<file path="src/csp_pkg.sv">
`timescale 1ns / 1ps
package csp_pkg;

   // Item kinds.
   localparam logic [1:0] KIND_ENTER = 2'd0;
   localparam logic [1:0] KIND_LEAVE = 2'd1;
   localparam logic [1:0] KIND_READ  = 2'd2;

   // Result status codes.
   localparam logic [1:0] STATUS_OK       = 2'd0;
   localparam logic [1:0] STATUS_OVERFLOW = 2'd1;
   localparam logic [1:0] STATUS_EMPTY    = 2'd2;
   localparam logic [1:0] STATUS_MISMATCH = 2'd3;

   localparam int DepthWidth = 11;

   // Controller states.
   typedef enum logic [4:0] {
      ST_CLEAR = 5'b00001,
      ST_IDLE  = 5'b00010,
      ST_FETCH = 5'b00100,
      ST_EXEC  = 5'b01000,
      ST_DONE  = 5'b10000
   } state_type;

   // Commands from the controller to the datapath.
   typedef struct packed {
      logic clear_step;
      logic load;
      logic fetch;
      logic exec;
      logic respond;
   } cmd_type;

   // Status from the datapath to the controller.
   typedef struct packed {
      logic clear_done;
   } stat_type;

endpackage

</file>
<file path="src/csp_ctrl.sv">
`timescale 1ns / 1ps
module csp_ctrl
   import csp_pkg::*;
(
   input  logic     clock,
   input  logic     reset,
   input  logic     start,
   input  stat_type stat,
   output cmd_type  cmd,
   output logic     busy
);

   state_type state_ff, state_in;

   // Next state: clear sweep after reset, then fetch, execute, respond.
   always_comb begin
      state_in = state_ff;
      case (state_ff)
         ST_CLEAR: if (stat.clear_done) state_in = ST_IDLE;
         ST_IDLE:  if (start) state_in = ST_FETCH;
         ST_FETCH: state_in = ST_EXEC;
         ST_EXEC:  state_in = ST_DONE;
         ST_DONE:  state_in = ST_IDLE;
         default:  state_in = ST_CLEAR;
      endcase
   end

   always_ff @(posedge clock) begin
      if (reset) begin
         state_ff <= ST_CLEAR;
      end else begin
         state_ff <= state_in;
      end
   end

   // Commands decode directly from the state; load also needs start.
   always_comb begin
      cmd.clear_step = (state_ff == ST_CLEAR);
      cmd.load       = (state_ff == ST_IDLE) && start;
      cmd.fetch      = (state_ff == ST_FETCH);
      cmd.exec       = (state_ff == ST_EXEC);
      cmd.respond    = (state_ff == ST_DONE);
      busy           = (state_ff != ST_IDLE);
   end

endmodule

</file>
<file path="config.mk">
export PLATFORM = sky130hd
export DESIGN_NAME = csp_ctrl
export DESIGN_NICKNAME = d
export VERILOG_FILES = /design/src/csp_pkg.sv /design/src/csp_ctrl.sv
export SDC_FILE = /design/constraint.sdc
export NUM_CORES = 1
export LEC_CHECK = 0
export ABC_AREA = 1
export CAP_MARGIN = 5
export CORE_AREA = 2 2 39 41
export DETAILED_ROUTE_END_ITERATION = 12
export DIE_AREA = 0 0 41 43
export DONT_BUFFER_PORTS = 1
export PLACE_DENSITY = 0.44
export SLEW_MARGIN = 25
export SYNTH_ARGS = -nofsm -noshare
export SYNTH_HDL_FRONTEND = slang
export SYNTH_SLANG_ARGS = --single-unit
</file>
<file path="constraint.sdc">
create_clock -name clock -period 1 [get_ports clock]
set_input_delay 0.2 -clock clock [delete_from_list [all_inputs] [get_ports clock]]
set_output_delay 0.2 -clock clock [all_outputs]
set_load 0.1 [all_outputs]
</file>
Yosys cells after proc, flatten, opt, wreduce, memory -nomap -nowiden
Cells that the tools add are included.
{"block": "word_totals", "reg_bits": 5, "inputBits": 4, "out_inout_bits": 6, "elab_cells": 14}
{"block": "classes", "n_eq_ne": 8, "mux": 3, "n_reduce_logical": 2}
{"op": "5-bit one-hot mux with 5 select lines", "n": 1}
{"op": "5-bit two-way mux", "n": 2}
{"op": "5-bit by 1-bit == test with 1-bit output, second input constant", "n": 1}
{"op": "5-bit by 2-bit == test with 1-bit output, second input constant", "n": 1}
{"op": "5-bit by 3-bit == test with 1-bit output, second input constant", "n": 1}
{"op": "5-bit by 4-bit == test with 1-bit output, second input constant", "n": 1}
{"op": "5-bit == test, second input constant", "n": 1}
{"op": "5-bit by 2-bit inequality test with 1-bit output, second input constant", "n": 1}
{"op": "2-bit inequality test, second input constant", "n": 2}
{"op": "2-bit AND reduction", "n": 1}
{"op": "1-bit logical AND", "n": 1}

Depth between registers and ports, before layout
Gate-level depths: netlist of run 1.
{"block": "depth", "ltp_word": 3, "depth_mapped": 7}

Least setup slack after synthesis of run 1
No wires, ideal clock.
{"block": "synth_path", "kind": "flip-flop to output port", "start": "register state_ff[2]", "end": "output port cmd[3] (netlist bit)", "arrival_ns": 2.208, "t_required_ns": 0.800, "path_slack_ns": -1.408, "stages_incl_launch_ff": 6, "n_path_buf": 0, "cell_sequence": "dfxtp_1 > nor2_2 > nand2_2 > nor2_4 > inv_2 > nor2_1"}
{"item": "from (decl)", "line": "csp_ctrl.sv:13", "source": "state_type state_ff, state_in;"}
{"item": "from (signal assigned)", "line": "csp_ctrl.sv:32", "source": "state_ff <= state_in;"}
{"item": "to (decl)", "line": "csp_ctrl.sv:9", "source": "output cmd_type cmd,"}

==> results of run 1 <==
-- power groups by stage --
stage	Clock [mW]	Sequential (mW)	Combinational, mW
after global placement	0	0.237	0.385
final	0.241	0.240	0.421
after detailed placement	0	0.238	0.386
after global routing	0.276	0.241	0.454
after floorplan	0	0.237	0.275
after CTS	0.255	0.243	0.417
-- worst max-delay path: stages (launching register included) --
cell     delay, ns
dfxtp_2       0.33
nor2_4        0.12
nand2_2       0.07
nor2_4        0.15
inv_8         0.04
nor2_4        0.09
buf_12        0.18
-- layout make-up --
type | count | area [sq um]
fill | 142 | 739
timing repair buffer | 20 | 241
multi-input combinational | 27 | 190
sequential | 5 | 109
inverter | 11 | 57.6
clock buffer | 4 | 26.3
tap | 16 | 20.0
-- kinds of logic after synthesis --
kind of cell,share of synthesized area
and+or+nand+nor,0.496
DFF,0.342
AOI/OAI and AO/OA,0.0171
buffers and inverters,0.145
-- stage by stage --
step	worst slack [ns]	hold WS (ns)	util	std cells
floorplan	-0.528	0.263	-	43
global route	-0.525	0.00307	0.466	83
detailed placement	-0.227	0.265	0.364	71
finish	-0.434	0.0182	0.466	83
CTS	-0.460	0.00743	0.453	81
global placement	-0.214	0.268	0.364	71
-- how the worst max path moves through the flow --
stage | start | to | slack (ns) | cells after the start
floorplan | state_ff[3] | cmd[3] | -0.53 | 5
global placement | state_ff[3] | cmd[3] | -0.21 | 6
detailed placement | state_ff[3] | cmd[3] | -0.23 | 6
CTS | state_ff[2] | cmd[3] | -0.46 | 6
global route | state_ff[2] | cmd[3] | -0.53 | 6
finish | state_ff[2] | cmd[3] | -0.43 | 6
-- placed cells by master (no fill, tap or decap) --
cell	synthesis	final
clkbuf_4	0	3
nor2_4	2	6
clkbuf_1	0	1
inv_1	9	4
nor3_1	1	1
nor2_1	5	3
clkinvlp_4	0	2
clkinv_2	1	1
nand4_1	2	2
a21oi_1	1	1
nand3_2	0	2
buf_6	0	7
inv_8	0	1
dfxtp_2	0	4
nand2_1	7	7
nand2_2	2	1
buf_4	0	7
nand2_4	0	1
buf_12	0	5
dlygate4sd3_1	0	1
dfxtp_4	0	1
or2_4	1	1
inv_2	1	3
nor2_2	3	1
nor3_2	1	1
-- metal layers --
| metal | track usage | vias up | routed length (um) |
|---|---|---|---|
| li1 | - | 177 | - |
| met1 | 0.152 | 157 | 315 |
| met3 | 0.0524 | 0 | 34 |
| met4 | 0.100 | 0 | 0 |
| met2 | 0.175 | 11 | 411 |
| met5 | 0 | - | 0 |
-- timing repair --
item                       CTS  global route
gates cloned                 0             0
setup endpoints to repair   10            10
gates resized for setup     15             1
pin swaps                    8             2
setup buffers                5             2
hold buffers                 1             0
hold endpoints to repair     1             0
==> results.cfg, run 1 <==
[outcome]
outcome = finished, violations left
failed_checks = negative setup slack

[synthesis]
synth.area.top_cells = dfxtp_1, inv_1, nand2_1, nor2_4, nor2_1
synthesis.area_sq_um = 293
synth_seq_area_share = 0.342
synth_area_per_cell_sq_um = 6.81
async_flop_share = 0
synth_edf_count = 0
synth_flop_cell = dfxtp_1
yosys_warnings = 0
synth_area_leader_cell = dfxtp_1
yosysMostFrequentCell = inv_1
synth-seq-cells = 5
syn_inst = 43
syn_nets = 47
synth_cell_types = 15
ys_top_cells_by_count = inv_1, nand2_1, dfxtp_1, nor2_1, nor2_2
netlist.area_leader.share = 0.342

[timing]
report.final.slew_viol_count = 0
period_minus_slack_ns = 1.43
setup_slack_ns = -0.434
hold_viol = 0
period_share = 1.43
setup-tns-final_ns = -3.21
fmax_ghz = 0.697
worst_slew_pin_slew_ns = 0.293
setup_viol = 10
rsz0062_at_grt = true
finClkSkew_ns = 0.000419
slew_headroom = 0.805

[drt]
avgViaCountPerCell = 4.16
wire_per_inst_um = 9.17
wirelength_um = 761
vias = 345
first_pass_iters = 4
drc = 0
drt_first_iter_violations = 4
final_antenna_net_count = 0

[clock_network]
clkTransAtPathRegs_ns = 0.04
htree_levels = 1
cts.sinks = 5
clk_root_buffer_cell = clkbuf_4
clock_path_buffers = 2
clock_latency_ns = 0.24
cts_tree = built
cts_made_buffers = 3

[hold_path]
holdPathEnd = state_ff[4]
hold_depth = 1
hold_path_class = in2reg
hold_start = reset

[power]
clkPwrFrac = 0.268
leakagePower_nw = 0.286
swShare = 0.421
seq_power_share = 0.266
p_comb_frac = 0.466
finalPower_mw = 0.902
power.switching_mw = 0.380
ir_drop_mv = 0.748
powerDensity_mw_per_mm2 = 1400
p_int_mw = 0.522

[cells_and_area]
final_nets = 72
drive_gt1_frac = 0.701
top_regs = state_ff x5
syn2layout_area_growth_pct = 120
post-route-cell-area_sq_um = 644
largest_reg_flops = 5
num_antenna_cells = 0
top_register = state_ff

[placed_design]
place_area_sq_um = 504
numPortBuffers = 0
dp_hpwl_um = 524
gp_congestion = 0.761

[floorplan]
design.die.area_sq_mm = 0.00176
io_pins = 10
rows = 14
die_h_um = 43
initial_core_util = 0.212
die_w_um = 41
fp.coreArea_sq_mm = 0.00138

[setup_path]
r2r-start = state_ff[3]
crit_fanout = 3
cp-start-kind = register
arrival_ns = 1.23
rrSetupSlack_ns = -0.27
required_ns = 0.80
reg2reg_to = state_ff[3]
end_kind = primary output
rr_worst_depth = 10
worstSetupPathType = reg2out

[grt]
grt_pass1_vias = 356
grt_pass1_wl_mm = 1.45
grtUsageTotal = 0.129
grt_max_degree = 5
antenna_found_initial = 0
grt-ovfl-total = 0

[flow_run]
max_cap_viol_count = 0
Power figures use the tool's default switching activity.
==> inputs of run 2 (changes only) <==
Settings changed: PLACE_DENSITY 0.44 to not set, PLACE_DENSITY_LB_ADDON set to 0.2.
==> run 2 against run 1 <==
  * The run still ends with negative setup slack left
  * Worst hold slack gained 0.0014 ns
  * Sequential power grew 2%
  * Clock power shrank 6%
==> results.cfg, run 2 (same netlist as run 1, synthesis figures left out) <==
[outcome]
outcome = finished, violations left
failed_checks = negative setup slack

[cells_and_area]
num_antenna_cells = 0
top_regs = state_ff x5
final_util = 0.409
mostFrequentLayoutCells = nand2_1, nor2_4, inv_1, buf_12, dfxtp_2
final_nets = 63
final_cell_count_no_fill = 74
top_register = state_ff
drive_gt1_frac = 0.655
fillers = 134
final_common_cell = nand2_1
syn2layout_area_growth_pct = 93.2
largest_reg_flops = 5

[timing]
worst_slew_pin_slew_ns = 0.292
rsz0062_at_grt = true
slew_headroom = 0.805
setup_viol = 10
hold_viol = 0
whs_ns = 0.0197
period_minus_slack_ns = 1.42
setup_slack_ns = -0.417
report.final.slew_viol_count = 0
period_share = 1.42
fmax_ghz = 0.706
finClkSkew_ns = 0.00261

[setup_path]
cp_cell_sequence = nor2_4, nand2_2, nor2_4, inv_8, nor2_4, buf_12
slowest_delay_ns = 0.33
crit_fanout = 2
crit_buf_inv = 2
cp-start-kind = register
crit_start = state_ff[3]
cpMaxStageDelayCell = dfxtp_2
r2r-start = state_ff[3]
end_kind = primary output
cp_top_family = simple AND/OR/NAND/NOR gates
worstSetupPathType = reg2out
cpMostUsedCell = nor2_4
rr_worst_depth = 8
crit_cells = 6
required_ns = 0.80
arrival_ns = 1.22

[drt]
wirelength_um = 691
final_antenna_net_count = 0
vias = 304
first_pass_iters = 4
avgViaCountPerCell = 4.11
drc = 0
drt_first_iter_violations = 4
wire_per_inst_um = 9.34

[floorplan]
rows = 14
io_pins = 10
die_h_um = 43
design.die.area_sq_mm = 0.00176
initial_core_util = 0.212
fp.coreArea_sq_mm = 0.00138
die_w_um = 41

[placed_design]
gp_congestion = 0.734
dpl.cell_count = 67
numPortBuffers = 0
dp_hpwl_um = 512
post-place-ws_ns = -0.238

[clock_network]
cts_tree = built
clkTransAtPathRegs_ns = 0.04
cts.sinks = 5
clk_root_buffer_cell = clkbuf_4
clock_latency_ns = 0.24
cts_made_buffers = 3
htree_levels = 1
cts_hold_buf = 0
clock_path_buffers = 2

[grt]
grt_pass1_wl_mm = 1.16
grt_max_degree = 5
grt_pass1_vias = 323
grtUsageTotal = 0.102
antenna_found_initial = 0
grt-ovfl-total = 0

[power]
ir_drop_mv = 0.452
powerDensity_mw_per_mm2 = 1560
leakagePower_nw = 0.239

[hold_path]
hold_start = reset
hold_depth = 1
hold_path_class = in2reg

[flow_run]
max_cap_viol_count = 0
## run 2: changes by cell type in the layout (fill, tap and decap cells not counted), sizes merged
cell and change:
dlygate4sd3 -1, buf -8
## run 2: through the flow
step	power [mW]	instance area (sq um)	setup TNS, ns
after floorplan	0.512	332	-2.17
after global placement	0.607	474	-1.36
after detailed placement	0.609	474	-1.34
after CTS	0.862	538	-2.75
after global routing	0.939	566	-3.48
final	0.883	566	-2.80
## run 2: cell type report
cell class,instances,area [sq um],area share
clock buffer,4,26.3,0.0465
inverter,11,57.6,0.102
multi-input combinational,27,199,0.352
sequential,5,106,0.188
tap,16,20.0,0.0354
timing repair buffer,11,156,0.277
## run 2: worst reg2reg max path, stage by stage (launching register included)
cell     delay, ns
dfxtp_2       0.33
nor2_4        0.11
nand2_2       0.07
nor2_4        0.16
buf_4         0.14
buf_6         0.09
nand2_1       0.04
nand4_1       0.07
inv_1         0.04
## run 2: power by group
part	leakage (nW)	switching [mW]	internal, mW
Combinational	0.182	0.271	0.141
Sequential	0.0424	0.0217	0.222
Clock	0.0150	0.0766	0.150
## run 2: path summary, 6_finish.rpt
path	endpoint	slack [ns]
worst max-delay path	cmd[3]	-0.42
worst min-delay path	state_ff[2]	0.02
worst max register to register	state_ff[3]	-0.15
worst min register to register	state_ff[4]	0.57
## run 2: what timing repair did
action / 4_1_cts / 5_1_grt
endpoints found under the setup margin: 10 / 10
gates resized for setup: 6 / 5
pin swaps: 5 / 3
setup buffers: 2 / 1
hold endpoints to repair: 0 / 0
## run 2: per-layer routing
metal  routed length (um)  share of wire  GRT usage
met1                  279           0.40      0.122
met2                  361           0.52      0.144
met3                   38          0.055     0.0157
met4                   12          0.017      0.100
met5                    0              0          0
